==> src/rtl/core/snapshot_frame_checker_core_assert.svh <==
// Assertion macros shared by the snapshot frame checker RTL.
// Needs clk and arst_n in the scope where a macro is used.
`ifndef SNAPSHOT_FRAME_CHECKER_CORE_ASSERT_SVH
`define SNAPSHOT_FRAME_CHECKER_CORE_ASSERT_SVH

`ifndef SYNTHESIS
// same-cycle implication
`define SFC_ASSERT_NOW(lbl, ante, cons, msg) \
	lbl: assert property (@(posedge clk) disable iff (!arst_n) (ante) |-> (cons)) \
		else $error(msg);
// next-cycle implication
`define SFC_ASSERT_NEXT(lbl, ante, cons, msg) \
	lbl: assert property (@(posedge clk) disable iff (!arst_n) (ante) |=> (cons)) \
		else $error(msg);
`else
`define SFC_ASSERT_NOW(lbl, ante, cons, msg)
`define SFC_ASSERT_NEXT(lbl, ante, cons, msg)
`endif

`endif

==> src/rtl/core/sfc_pkg.sv <==
// Shared types, constants and the byte-wide CRC-32 step for the snapshot frame checker.
// No dependencies.
package sfc_pkg;

	localparam int HEADER_BYTES = 36;
	localparam int CRC_POS      = 32;
	localparam int COUNT_WIDTH  = 27;

	localparam logic [COUNT_WIDTH-1:0] CNT_MAX = {COUNT_WIDTH{1'b1}};

	localparam logic [31:0] CRC_POLY = 32'hEDB8_8320;
	localparam logic [31:0] CRC_INIT = 32'hFFFF_FFFF;

	localparam logic [15:0] EXP_VERSION_RST = 16'd1;
	localparam logic [26:0] MAX_PAYLOAD_RST = 27'd67108864;

	localparam logic [7:0] MAGIC_0 = 8'h4D; // 'M'
	localparam logic [7:0] MAGIC_1 = 8'h53; // 'S'
	localparam logic [7:0] MAGIC_2 = 8'h4E; // 'N'
	localparam logic [7:0] MAGIC_3 = 8'h50; // 'P'

	typedef enum logic [3:0] {
		ST_OK        = 4'd0,
		ST_TRUNC     = 4'd1,
		ST_MAGIC     = 4'd2,
		ST_VERSION   = 4'd3,
		ST_HDR_SIZE  = 4'd4,
		ST_TYPE_ZERO = 4'd5,
		ST_TOO_LARGE = 4'd6,
		ST_SIZE_MISM = 4'd7,
		ST_CRC       = 4'd8
	} status_t;

	// register word index (paddr[2])
	typedef enum logic {
		REG_EXP_VERSION = 1'b0,
		REG_MAX_PAYLOAD = 1'b1
	} reg_idx_t;

	typedef struct packed {
		logic [15:0] expected_version;
		logic [26:0] max_payload;
	} cfg_t;

	typedef struct packed {
		logic [7:0] data_byte;
		logic       last_byte;
	} beat_t;

	// reflected CRC-32, one byte, unrolled over 8 bit steps
	function automatic logic [31:0] crc_byte(input logic [31:0] c, input logic [7:0] b);
		logic [31:0] r;
		r = c ^ {24'd0, b};
		for (int k = 0; k < 8; k++) begin
			r = (r >> 1) ^ (CRC_POLY & {32{r[0]}});
		end
		return r;
	endfunction

endpackage

==> src/rtl/core/sfc_frame_if.sv <==
// Byte channel carrying one frame byte per transfer.
// No dependencies.
interface sfc_frame_if;
	logic       valid;
	logic       ready;
	logic [7:0] data_byte;
	logic       last_byte;

	modport source (output valid, output data_byte, output last_byte, input ready);
	modport sink (input valid, input data_byte, input last_byte, output ready);
endinterface

==> src/rtl/core/sfc_result_if.sv <==
// Result channel: check status plus captured header fields, one per frame.
// No dependencies.
interface sfc_result_if;
	logic        valid;
	logic        ready;
	logic [3:0]  status;
	logic [15:0] hdr_version;
	logic [15:0] hdr_payload_type;
	logic [15:0] hdr_flags;
	logic [63:0] hdr_frame_number;
	logic [63:0] hdr_rng_state;
	logic [31:0] hdr_payload_size;

	modport source (output valid, output status, output hdr_version,
		output hdr_payload_type, output hdr_flags, output hdr_frame_number,
		output hdr_rng_state, output hdr_payload_size, input ready);
	modport sink (input valid, input status, input hdr_version,
		input hdr_payload_type, input hdr_flags, input hdr_frame_number,
		input hdr_rng_state, input hdr_payload_size, output ready);
endinterface

==> src/rtl/core/snapshot_frame_checker_core.sv <==
// Snapshot frame checker, top level: byte channel in, result channel out, APB registers.
// Depends on sfc_pkg, sfc_frame_if, sfc_result_if, sfc_cfg_regs, sfc_in_stage, sfc_frame.
//
// Usage:
//  - frame: one byte per transfer, last_byte marks the final byte of a frame.
//    The first 36 bytes form the little-endian header (magic, version, header
//    size, type, flags, frame number, RNG state, payload size, CRC).
//  - result: one transfer per frame, issued for the last byte only, carrying
//    the first failing check (or OK) and the captured header fields.
//  - APB: word 0 expected version, word 1 max payload size. Write only
//    while no frame is in flight.
// Throughput: one byte per cycle while no last byte is held by a stall; the CRC-32
//  step is unrolled over the full byte in the frame stage, so no byte waits on another.
// Path: an accepted byte is held in the input register; a last byte then loads
//  the result register, which drives result.valid.
// Reset: arst_n clears the counter, CRC and captured header, drops both valids
//  and restores register defaults (version 1, max payload 64 MiB).
// Stall: a pending result holds while result.ready is low; non-last bytes
//  keep flowing, and only a second last byte waits in the input register.
module snapshot_frame_checker_core (
	input  logic         clk,
	input  logic         arst_n,
	sfc_frame_if.sink    frame,
	sfc_result_if.source result,
	input  logic         psel,
	input  logic         penable,
	input  logic         pwrite,
	input  logic [2:0]   paddr,
	input  logic [31:0]  pwdata,
	output logic [31:0]  prdata,
	output logic         pready
);

	sfc_pkg::cfg_t  cfg;
	sfc_pkg::beat_t beat_s1;
	logic           valid_s1;
	logic           advance;

	// configuration registers
	sfc_cfg_regs u_cfg (
		.clk     (clk),
		.arst_n  (arst_n),
		.psel    (psel),
		.penable (penable),
		.pwrite  (pwrite),
		.paddr   (paddr),
		.pwdata  (pwdata),
		.prdata  (prdata),
		.pready  (pready),
		.cfg     (cfg)
	);

	// input register; refills in the same cycle it drains
	sfc_in_stage u_in (
		.clk      (clk),
		.arst_n   (arst_n),
		.frame    (frame),
		.advance  (advance),
		.valid_s1 (valid_s1),
		.beat_s1  (beat_s1)
	);

	// counter, capture, CRC and checks feeding the result register
	sfc_frame u_frame (
		.clk      (clk),
		.arst_n   (arst_n),
		.cfg      (cfg),
		.valid_s1 (valid_s1),
		.beat_s1  (beat_s1),
		.advance  (advance),
		.result   (result)
	);

endmodule

==> src/rtl/core/sfc_cfg_regs.sv <==
// APB-style register file: expected version and payload size limit.
// Depends on sfc_pkg.
module sfc_cfg_regs (
	input  logic                clk,
	input  logic                arst_n,
	input  logic                psel,
	input  logic                penable,
	input  logic                pwrite,
	input  logic [2:0]          paddr,
	input  logic [31:0]         pwdata,
	output logic [31:0]         prdata,
	output logic                pready,
	output sfc_pkg::cfg_t       cfg
);

	sfc_pkg::cfg_t    cfg_q;
	sfc_pkg::reg_idx_t sel;
	logic             wr_en;

	assign sel    = sfc_pkg::reg_idx_t'(paddr[2]);
	assign pready = 1'b1;
	assign wr_en  = psel && penable && pwrite && pready;

	always_ff @(posedge clk or negedge arst_n) begin
		if (!arst_n) begin
			cfg_q.expected_version <= sfc_pkg::EXP_VERSION_RST;
			cfg_q.max_payload      <= sfc_pkg::MAX_PAYLOAD_RST;
		end else if (wr_en) begin
			case (sel)
				sfc_pkg::REG_EXP_VERSION: cfg_q.expected_version <= pwdata[15:0];
				sfc_pkg::REG_MAX_PAYLOAD: cfg_q.max_payload      <= pwdata[26:0];
				default: ;
			endcase
		end
	end

	always_comb begin
		case (sel)
			sfc_pkg::REG_EXP_VERSION: prdata = {16'd0, cfg_q.expected_version};
			sfc_pkg::REG_MAX_PAYLOAD: prdata = {5'd0, cfg_q.max_payload};
			default:                  prdata = 32'd0;
		endcase
	end

	assign cfg = cfg_q;

endmodule

==> src/rtl/core/sfc_in_stage.sv <==
// Input register stage: holds one accepted byte until the frame stage takes it.
// Depends on sfc_pkg and sfc_frame_if.
module sfc_in_stage (
	input  logic           clk,
	input  logic           arst_n,
	sfc_frame_if.sink      frame,
	input  logic           advance,
	output logic           valid_s1,
	output sfc_pkg::beat_t beat_s1
);

	logic take;

	// a byte enters when the slot is empty or its holder moves on this cycle
	assign frame.ready = !valid_s1 || advance;
	assign take        = frame.valid && frame.ready;

	always_ff @(posedge clk or negedge arst_n) begin
		if (!arst_n) begin
			valid_s1 <= 1'b0;
		end else if (frame.ready) begin
			valid_s1 <= frame.valid;
		end
	end

	always_ff @(posedge clk) begin
		if (take) begin
			beat_s1.data_byte <= frame.data_byte;
			beat_s1.last_byte <= frame.last_byte;
		end
	end

endmodule

==> src/rtl/core/sfc_frame.sv <==
// Frame stage: byte counter, header capture, CRC-32 update, status and result register.
// Depends on sfc_pkg, sfc_result_if and the assertion macro header.
`include "snapshot_frame_checker_core_assert.svh"

module sfc_frame (
	input  logic           clk,
	input  logic           arst_n,
	input  sfc_pkg::cfg_t  cfg,
	input  logic           valid_s1,
	input  sfc_pkg::beat_t beat_s1,
	output logic           advance,
	sfc_result_if.source   result
);

	localparam int CW = sfc_pkg::COUNT_WIDTH;
	localparam int HB = sfc_pkg::HEADER_BYTES;

	logic [CW-1:0] cnt_q;
	logic [CW-1:0] len;
	logic [31:0]   crc_q;
	logic [31:0]   crc_nxt;
	logic [7:0]    crc_in;
	logic [7:0]    hdr_q   [HB];
	logic [7:0]    hdr_nxt [HB];
	logic          fire;
	logic          stall;

	logic [15:0] f_version, f_hdr_size, f_type, f_flags;
	logic [63:0] f_frame, f_rng;
	logic [31:0] f_size, f_crc;
	logic        magic_ok;
	sfc_pkg::status_t status;

	logic        res_valid_q;
	logic [3:0]  res_status_q;
	logic [15:0] res_version_q, res_type_q, res_flags_q;
	logic [63:0] res_frame_q, res_rng_q;
	logic [31:0] res_size_q;

	// only a last byte needs the result register
	assign stall   = valid_s1 && beat_s1.last_byte && res_valid_q && !result.ready;
	assign advance = !stall;
	assign fire    = valid_s1 && !stall;

	always_comb begin
		for (int i = 0; i < HB; i++) begin
			hdr_nxt[i] = (cnt_q == CW'(i)) ? beat_s1.data_byte : hdr_q[i];
		end
	end

	// CRC field bytes count as zero
	assign crc_in  = (cnt_q >= CW'(sfc_pkg::CRC_POS) && cnt_q < CW'(HB)) ?
		8'd0 : beat_s1.data_byte;
	assign crc_nxt = sfc_pkg::crc_byte(crc_q, crc_in);
	assign len     = (cnt_q == sfc_pkg::CNT_MAX) ? cnt_q : cnt_q + CW'(1);

	assign f_version  = {hdr_nxt[5], hdr_nxt[4]};
	assign f_hdr_size = {hdr_nxt[7], hdr_nxt[6]};
	assign f_type     = {hdr_nxt[9], hdr_nxt[8]};
	assign f_flags    = {hdr_nxt[11], hdr_nxt[10]};
	assign f_frame    = {hdr_nxt[19], hdr_nxt[18], hdr_nxt[17], hdr_nxt[16],
		hdr_nxt[15], hdr_nxt[14], hdr_nxt[13], hdr_nxt[12]};
	assign f_rng      = {hdr_nxt[27], hdr_nxt[26], hdr_nxt[25], hdr_nxt[24],
		hdr_nxt[23], hdr_nxt[22], hdr_nxt[21], hdr_nxt[20]};
	assign f_size     = {hdr_nxt[31], hdr_nxt[30], hdr_nxt[29], hdr_nxt[28]};
	assign f_crc      = {hdr_nxt[35], hdr_nxt[34], hdr_nxt[33], hdr_nxt[32]};
	assign magic_ok   = hdr_nxt[0] == sfc_pkg::MAGIC_0 && hdr_nxt[1] == sfc_pkg::MAGIC_1 &&
		hdr_nxt[2] == sfc_pkg::MAGIC_2 && hdr_nxt[3] == sfc_pkg::MAGIC_3;

	// first failing check in header order wins
	always_comb begin
		if (len < CW'(HB))
			status = sfc_pkg::ST_TRUNC;
		else if (!magic_ok)
			status = sfc_pkg::ST_MAGIC;
		else if (f_version != cfg.expected_version)
			status = sfc_pkg::ST_VERSION;
		else if (f_hdr_size != 16'(HB))
			status = sfc_pkg::ST_HDR_SIZE;
		else if (f_type == 16'd0)
			status = sfc_pkg::ST_TYPE_ZERO;
		else if (f_size > 32'(cfg.max_payload))
			status = sfc_pkg::ST_TOO_LARGE;
		else if (len == sfc_pkg::CNT_MAX || 33'(f_size) != 33'(len) - 33'(HB))
			status = sfc_pkg::ST_SIZE_MISM;
		else if ((crc_nxt ^ sfc_pkg::CRC_INIT) != f_crc)
			status = sfc_pkg::ST_CRC;
		else
			status = sfc_pkg::ST_OK;
	end

	// frame state; a last byte re-arms everything for the next frame
	always_ff @(posedge clk or negedge arst_n) begin
		if (!arst_n) begin
			cnt_q <= '0;
			crc_q <= sfc_pkg::CRC_INIT;
			for (int i = 0; i < HB; i++) hdr_q[i] <= 8'd0;
		end else if (fire) begin
			if (beat_s1.last_byte) begin
				cnt_q <= '0;
				crc_q <= sfc_pkg::CRC_INIT;
				for (int i = 0; i < HB; i++) hdr_q[i] <= 8'd0;
			end else begin
				cnt_q <= len;
				crc_q <= crc_nxt;
				for (int i = 0; i < HB; i++) hdr_q[i] <= hdr_nxt[i];
			end
		end
	end

	always_ff @(posedge clk or negedge arst_n) begin
		if (!arst_n) begin
			res_valid_q <= 1'b0;
		end else begin
			res_valid_q <= (res_valid_q && !result.ready) || (fire && beat_s1.last_byte);
		end
	end

	always_ff @(posedge clk) begin
		if (fire && beat_s1.last_byte) begin
			res_status_q  <= status;
			res_version_q <= f_version;
			res_type_q    <= f_type;
			res_flags_q   <= f_flags;
			res_frame_q   <= f_frame;
			res_rng_q     <= f_rng;
			res_size_q    <= f_size;
		end
	end

	assign result.valid            = res_valid_q;
	assign result.status           = res_status_q;
	assign result.hdr_version      = res_version_q;
	assign result.hdr_payload_type = res_type_q;
	assign result.hdr_flags        = res_flags_q;
	assign result.hdr_frame_number = res_frame_q;
	assign result.hdr_rng_state    = res_rng_q;
	assign result.hdr_payload_size = res_size_q;

	`SFC_ASSERT_NEXT(a_last_gives_result, fire && beat_s1.last_byte, res_valid_q,
		"last byte did not load the result register")
	`SFC_ASSERT_NEXT(a_last_rearms, fire && beat_s1.last_byte,
		cnt_q == '0 && crc_q == sfc_pkg::CRC_INIT, "frame state not re-armed after last byte")
	`SFC_ASSERT_NEXT(a_stall_holds_state, stall, $stable(cnt_q) && $stable(crc_q),
		"frame state moved while the result register was blocked")
	`SFC_ASSERT_NOW(a_no_overwrite, res_valid_q && !result.ready, !(fire && beat_s1.last_byte),
		"pending result would be overwritten")

endmodule

==> src/flat_wrapper.sv <==
// flat-port wrapper written by rule: the top's interface ports become plain ports
module snapshot_frame_checker_core_flat 
  (clk, arst_n, psel, penable, pwrite, paddr, pwdata, prdata, pready, frame_valid, frame_data_byte, frame_last_byte, frame_ready, result_valid, result_status, result_hdr_version, result_hdr_payload_type, result_hdr_flags, result_hdr_frame_number, result_hdr_rng_state, result_hdr_payload_size, result_ready);
  sfc_frame_if frame_i ();
  sfc_result_if result_i ();
  input  logic clk;
  input  logic arst_n;
  input  logic psel;
  input  logic penable;
  input  logic pwrite;
  input  logic [2:0] paddr;
  input  logic [31:0] pwdata;
  output logic [31:0] prdata;
  output logic pready;
  input wire logic [$bits(frame_i.valid)-1:0] frame_valid;
  input wire logic [$bits(frame_i.data_byte)-1:0] frame_data_byte;
  input wire logic [$bits(frame_i.last_byte)-1:0] frame_last_byte;
  output wire logic [$bits(frame_i.ready)-1:0] frame_ready;
  output wire logic [$bits(result_i.valid)-1:0] result_valid;
  output wire logic [$bits(result_i.status)-1:0] result_status;
  output wire logic [$bits(result_i.hdr_version)-1:0] result_hdr_version;
  output wire logic [$bits(result_i.hdr_payload_type)-1:0] result_hdr_payload_type;
  output wire logic [$bits(result_i.hdr_flags)-1:0] result_hdr_flags;
  output wire logic [$bits(result_i.hdr_frame_number)-1:0] result_hdr_frame_number;
  output wire logic [$bits(result_i.hdr_rng_state)-1:0] result_hdr_rng_state;
  output wire logic [$bits(result_i.hdr_payload_size)-1:0] result_hdr_payload_size;
  input wire logic [$bits(result_i.ready)-1:0] result_ready;
  assign frame_i.valid = frame_valid;
  assign frame_i.data_byte = frame_data_byte;
  assign frame_i.last_byte = frame_last_byte;
  assign frame_ready = frame_i.ready;
  assign result_valid = result_i.valid;
  assign result_status = result_i.status;
  assign result_hdr_version = result_i.hdr_version;
  assign result_hdr_payload_type = result_i.hdr_payload_type;
  assign result_hdr_flags = result_i.hdr_flags;
  assign result_hdr_frame_number = result_i.hdr_frame_number;
  assign result_hdr_rng_state = result_i.hdr_rng_state;
  assign result_hdr_payload_size = result_i.hdr_payload_size;
  assign result_i.ready = result_ready;
  snapshot_frame_checker_core u_core (.clk(clk), .arst_n(arst_n), .frame(frame_i), .result(result_i), .psel(psel), .penable(penable), .pwrite(pwrite), .paddr(paddr), .pwdata(pwdata), .prdata(prdata), .pready(pready));
endmodule
==> config.mk <==
export PLATFORM = sky130hd
export DESIGN_NAME = snapshot_frame_checker_core_flat
export DESIGN_NICKNAME = d
export VERILOG_FILES = /design/src/rtl/core/sfc_pkg.sv /design/src/rtl/core/sfc_frame_if.sv /design/src/rtl/core/sfc_result_if.sv /design/src/rtl/core/snapshot_frame_checker_core.sv /design/src/rtl/core/sfc_cfg_regs.sv /design/src/rtl/core/sfc_in_stage.sv /design/src/rtl/core/sfc_frame.sv /design/src/flat_wrapper.sv
export VERILOG_INCLUDE_DIRS = /design/src /design/src/rtl/core
export SDC_FILE = /design/constraint.sdc
export NUM_CORES = 1
export LEC_CHECK = 0
export BUFFER_PORTS_ARGS = -buffer_cell sky130_fd_sc_hd__buf_2
export CAP_MARGIN = 20
export CORE_MARGIN = 5
export CORE_UTILIZATION = 60
export CTS_CLUSTER_DIAMETER = 150
export DETAILED_ROUTE_END_ITERATION = 8
export GPL_ROUTABILITY_DRIVEN = 0
export HOLD_SLACK_MARGIN = 0.02
export PLACE_DENSITY = 0.81
export SLEW_MARGIN = 5
export SYNTH_ARGS = -nofsm -noshare
export SYNTH_HDL_FRONTEND = slang
export SYNTH_SLANG_ARGS = --single-unit
export TNS_END_PERCENT = 10
==> constraint.sdc <==
create_clock -name clk -period 19.35 [get_ports clk]
set_input_delay 1.935 -clock clk [delete_from_list [all_inputs] [get_ports clk]]
set_output_delay 1.935 -clock clk [all_outputs]
set_load 0.05 [all_outputs]
==> impl_metrics.yaml, run 1 <==
outcome:
  outcome: "complete, but fails checks"
  violations: "design-rule violations"
worst_setup_path:
  crit_top_cell: "ha_1"
  critPathBufInv: 1
  slowest_delay_ns: 0.72
  worstPathMaxFanout: 12
  crit_family: "simple AND/OR/NAND/NOR gates"
  endpoint_kind: "flop"
  arrival_ns: 6.57
  cp.depth: 12
  r2r_start: "u_core.u_frame.cnt_q[0]"
  rrSetupSlack_ns: 13.18
  crit_chain: "ha_1 > or3b_2 > or4_4 > nor3_4 > mux2i_1 > inv_1 > ha_1 > a2111oi_0 > o221ai_1 > o31ai_1 > nand2_1 > nor4b_2"
  criticalPathCategory: "flop to flop"
  endpoint: "u_core.u_frame.result.status[3]"
  startpoint: "u_core.u_frame.cnt_q[0]"
  critPathRequiredTime_ns: 19.75
  startpoint_type: "flop"
  worst-r2r-cell-count: 12
  r2r_end: "u_core.u_frame.result.status[3]"
  cpMaxStageDelayCell: "o31ai_1"
timing:
  min_period_ns: 6.17
  hold_violations: 0
  fmaxAchievable_ghz: 0.162
  worst_slew_pin_slew_ns: 1.10
  relSlewSlack_pct: 26.2
  period_share_pct: 31.9
  fin_skew_ns: 0.0328
  drv_slew: 0
  worst_hold_slack_ns: 0.475
  fin_setup_tns_ns: 0
  rsz0062_at_grt: "false"
  setup_violations: 0
logic_synthesis:
  ys_seq_elements: 613
  synth-compound-area-share_pct: 11.9
  synth-simple-area-share_pct: 10.5
  synth_top_family_by_area: "compound AO/OA/AOI/OAI gates"
  ys_types: 74
  yosys-top-cells-count: "dfrtp_1 (358), edfxtp_1 (221), mux2_2 (215)"
  ys_async_sr_fraction_pct: 63.9
  syn_avg_cell_area_um2: 11.4
  yosys.area.top_type: "dfrtp_1"
  yosysMostFrequentCell: "dfrtp_1"
  synth_area_leaders: "dfrtp_1 (30%), edfxtp_1 (22%), mux2_2 (8.0%)"
  synth_xor_xnor_area_share_pct: 5.99
  synth_seq_area_share_pct: 54.5
  muxShareOfSynthArea_pct: 11.8
  synth_edf_count: 221
  synth_ff_type: "dfrtp_1"
  netlist.area_leader.share_pct: 29.6
  synthAdderAreaFrac_pct: 1.37
  synthCells: 2659
  yosys_warnings: 0
  syn_area_um2: 30200
detailed_routing:
  routed_wl_mm: 82.4
  drt_iter0_markers: 2690
  dr.pass1.iters: 9
  via_per_inst: 6.37
  wl_per_cell_um: 23.1
  via_count: 22700
  drtAntennaViolNets: 0
  post-route-drc-count: 2
layout:
  n_fill_cell: 3492
  insertedDiodeCount: 0
  regArea_um2: 16500
  finalNonFillerCells: 3563
  nets: 2922
  multi_input_area_um2: 12600
  syn2layout_area_growth_pct: 13.0
  design_area_um2: 34200
  drive_above_1_share_pct: 23.8
floorplanning:
  initial_core_util_pct: 60.5
  die_x_um: 235
  die_h_um: 235
  dieArea_um2: 55000
  core-area_um2: 50000
  io_pins: 298
  std_cell_rows: 82
global_routing:
  grt_max_degree: 192
  antenna_found_initial: 0
  grt_pass1_vias: 22500
  grt_pass1_wl_mm: 127
  overflow: 0
  grtUsageTotal_pct: 29.2
clock_network:
  clock_sinks: 613
  clock_latency_ns: 0.65
  cts-root-buf: "clkbuf_16"
  cts_made_buffers: 61
  cts_setup_buffers: 0
  clkTransAtPathRegs_ns: 0.06
  htreeDepth: 2
  ctsResizeCount: 0
  cts_tree: "done"
  clockBufferDepth: 3
  hold_buffers: 0
pwr:
  power.leakage_nw: 15.1
  ir_worst_vdd_mv: 0.105
  totalPowerFinal_w: 0.00401
  powerDensity_nw_per_um2: 117
flow_run:
  max-cap-violations: 0
hold_path:
  min_path_type: "flop to flop"
placement:
  place_area_um2: 32000
  portBuffers: 284
  post-place-cells: 3445
  dp_hpwl_mm: 52.1
worst min-delay path, stage by stage (launching register included):
cell and delay, ns:
dfrtp_1 0.34, nand2_1 0.04, o21ai_0 0.06
report_power, final:
group	internal [W]	switching [W]
sequential	0.00151	0.000113
combinational	0.000407	0.000720
clock	0.000744	0.000514
total	0.00266	0.00135
registers in the layout, indices dropped and copies added (netlist names):
signal and cells:
u_core.u_frame.result.hdr_rng_state 64, u_core.u_frame.crc_q 32, u_core.u_frame.result.hdr_payload_size 32, u_core.u_frame.cnt_q 27, u_core.u_in.beat_s1 9, u_core.u_frame.hdr_q 288, u_core.u_frame.result.valid 1, u_core.u_cfg.cfg 43
u_core.u_frame.result.hdr_version 16, u_core.u_in.valid_s1 1, u_core.u_frame.result.status 4, u_core.u_frame.result.hdr_flags 16, u_core.u_frame.result.hdr_payload_type 16, u_core.u_frame.result.hdr_frame_number 64
cell type report:
class                           instances  share of cell area (%)
Timing Repair Buffer                  312                    4.94
Tap cell                              672                    2.46
Inverter                               96                    1.05
Sequential cell                       613                    48.2
Clock buffer                           89                    5.19
Clock inverter                         27                    1.12
Multi-Input combinational cell       1754                    37.0
metrics by stage:
| step | util, % | setup slack [ns] |
|---|---|---|
| after floorplan | - | 6.96 |
| after global placement | 64.0 | 13.67 |
| after detailed placement | 64.0 | 13.48 |
| after CTS | 68.3 | 13.38 |
| after global routing | 68.4 | 13.02 |
| final | 68.4 | 13.18 |
logic make-up after synthesis:
group	Yosys count
compound gates	551
mux	330
xor+xnor	206
buf+inv	296
other cells	2
fa+ha+maj	33
simple gates	628
flops	613
cell usage in the layout (no fill, tap or decap), drive strengths merged, types with 8 or more instances in the layout:
master  synthesis  final
mux2i         115    115
edfxtp        221    221
nand3          42     42
buf            22    312
ha             33     33
bufinv          0      8
dfrtp         358    358
o21ai         195    195
inv            96     98
nor2          115    115
nor2b          26     26
a21oi         105    105
nand2         212    212
clkbuf        178     89
a22o          156    156
clkinv          0     16
or2            10     10
nand4          42     42
dfstp          34     34
nor4           20     20
nor3           35     35
and4           13     13
a31oi          13     13
or3            11     11
xnor2         121    121
or4            13     13
xor2           85     85
and3           17     17
and2           37     37
nor4b          14     14
mux2          215    215
worst min-delay path by stage:
stage,startpoint,to,slack [ns],cells after the start
floorplan,u_core.u_frame.hdr_q[24],u_core.u_frame.hdr_q[24],0.44,2
CTS,u_core.u_frame.hdr_q[1],u_core.u_frame.hdr_q[1],0.48,2
global placement,u_core.u_frame.hdr_q[0],u_core.u_frame.hdr_q[0],0.45,2
detailed placement,u_core.u_frame.hdr_q[1],u_core.u_frame.hdr_q[1],0.46,2
finish,u_core.u_frame.hdr_q[26],u_core.u_frame.hdr_q[26],0.48,2
global route,u_core.u_frame.hdr_q[30],u_core.u_frame.hdr_q[30],0.50,2
layer usage:
layer	up-vias	wire, um	GRT usage (%)
li1	9907	-	-
met1	11300	32500	39.6
met2	1229	38900	46.4
met3	266	7480	6.48
met4	0	3530	11.8
met5	-	0	0
Power figures use the tool's default switching activity.
==> run 2, diff against run 1 <==
==> constraint.sdc (replaced) <==
create_clock -name clk -period 5.9 [get_ports clk]
set_input_delay 0.59 -clock clk [delete_from_list [all_inputs] [get_ports clk]]
set_output_delay 0.59 -clock clk [all_outputs]
set_load 0.05 [all_outputs]
==> run 2 against run 1 <==
Compared with the run above:
- setup slack got worse by 13 ns
- count of clock-buffer cells in the layout up 10
- the run now ends clean
- non-clock buffer count up 18
- highest routed layer is now met5
- die area is the same
- cell count increased by 0.67%
- combinational power rose to 3.3 times the previous value
==> impl_metrics.yaml, run 2 (synthesized netlist as in run 1, its figures left out) <==
clock_network:
  clock_sinks: 613
  cts-root-buf: "clkbuf_16"
  clkTransAtPathRegs_ns: 0.06
  htreeDepth: 3
  clockBufferDepth: 3
  clock_latency_ns: 0.61
  hold_buffers: 0
  ctsResizeCount: 0
  cts_made_buffers: 66
  cts_tree: "done"
  cts_setup_buffers: 0
layout:
  final_cell_mix: "dfrtp_1 (358), buf_2 (283), edfxtp_1 (221)"
  nets: 2945
  syn2layout_area_growth_pct: 13.4
  regMostFlops: "u_core.u_frame.hdr_q"
  layout_commonest_cell: "dfrtp_1"
  finalNonFillerCells: 3587
  drive_above_1_share_pct: 24.1
  largest_register_ffs: 288
  design_area_um2: 34300
timing:
  worst_slew_pin_slew_ns: 1.26
  fin_setup_tns_ns: 0
  fin_skew_ns: 0.0169
  rsz0062_at_grt: "false"
  fmaxAchievable_ghz: 0.180
  hold_violations: 0
  worst_hold_slack_ns: 0.0596
  period_share_pct: 94.2
  relSlewSlack_pct: 15.3
  setup_violations: 0
  drv_slew: 0
  min_period_ns: 5.56
pwr:
  totalPowerFinal_w: 0.0131
  powerDensity_nw_per_um2: 382
  ir_worst_vdd_mv: 0.275
  power.leakage_nw: 15.1
floorplanning:
  die_h_um: 235
  io_pins: 298
  std_cell_rows: 82
  dieArea_um2: 55000
  core-area_um2: 50000
  initial_core_util_pct: 60.5
  die_x_um: 235
global_routing:
  overflow: 0
  grt_pass1_vias: 22900
  grt_pass1_wl_mm: 130
  grtUsageTotal_pct: 29.9
  grt_max_degree: 191
  antenna_found_initial: 2
detailed_routing:
  via_count: 22900
  post-route-drc-count: 0
  dr.pass1.iters: 8
  via_per_inst: 6.40
  routed_wl_mm: 84.2
  drt_iter0_markers: 2968
  wl_per_cell_um: 23.5
  drtAntennaViolNets: 0
worst_setup_path:
  startpoint_type: "flop"
  critPathRequiredTime_ns: 6.26
  arrival_ns: 5.92
  worstPathMaxFanout: 24
  endpoint_kind: "flop"
  criticalPathCategory: "flop to flop"
  rrSetupSlack_ns: 0.34
hold_path:
  min_path_type: "primary input to asynchronous set/reset pin"
placement:
  portBuffers: 284
  place_area_um2: 32200
  post-place-cells: 3465
  dp_hpwl_mm: 53.7
flow_run:
  max-cap-violations: 0
outcome:
  outcome: "complete, no violations"
## run 2: area by class of cell
class / instances / area (um2)
Sequential cell: 613 / 16500
Fill cell: 3557 / 15700
Multi-Input combinational cell: 1754 / 12600
Clock buffer: 99 / 1940
Timing Repair Buffer: 330 / 1840
Tap cell: 672 / 841
Inverter: 96 / 360
Clock inverter: 21 / 170
Antenna cell: 2 / 5.00
## run 2: report_power, final
part / total [W] / switching [W] / internal [W] / leakage [nW]
Sequential: 0.00534 / 0.000379 / 0.00496 / 7.41
Clock: 0.00406 / 0.00172 / 0.00233 / 1.03
Combinational: 0.00370 / 0.00235 / 0.00135 / 6.67
## run 2: final timing paths
kind,startpoint,end,cells after the start
setup / recovery,u_core.u_frame.cnt_q[17],u_core.u_frame.result.status[3],12
hold / removal,arst_n,u_core.u_cfg.cfg[24],1
setup reg to reg,u_core.u_frame.cnt_q[17],u_core.u_frame.result.status[3],12
hold reg to reg,u_core.u_frame.hdr_q[24],u_core.u_frame.hdr_q[24],2
max in group asynchronous,arst_n,u_core.u_frame.hdr_q[178],2
min in group clk,frame_data_byte[5],u_core.u_in.beat_s1[6],1
## run 2: layer usage
layer	track usage, %	up-vias	routed length [um]
li1	-	9953	-
met1	40.5	11400	33200
met2	47.2	1272	39800
met3	6.10	294	7280
met4	13.5	2	4000
met5	0	-	18
## run 2: metrics by stage
stage / setup slack, ns / util, %
after CTS: 0.446 / 68.6
final: 0.340 / 68.6
after global placement: 0.656 / 64.4
after floorplan: 0.815 / -
after global routing: 0.163 / 68.6
after detailed placement: 0.478 / 64.4
## run 2: critical path, cell delays in order (launching register included)
cell and delay (ns):
dfrtp_1 0.50, or4_1 0.69, or4b_1 0.82, nor2_1 0.37
and2_1 0.73, nor2b_1 0.18, a21oi_1 0.28, xnor2_1 0.10
nor4_1 0.34, nand3_1 0.13, a2111oi_0 0.87, buf_4 0.27
nor4b_2 0.05
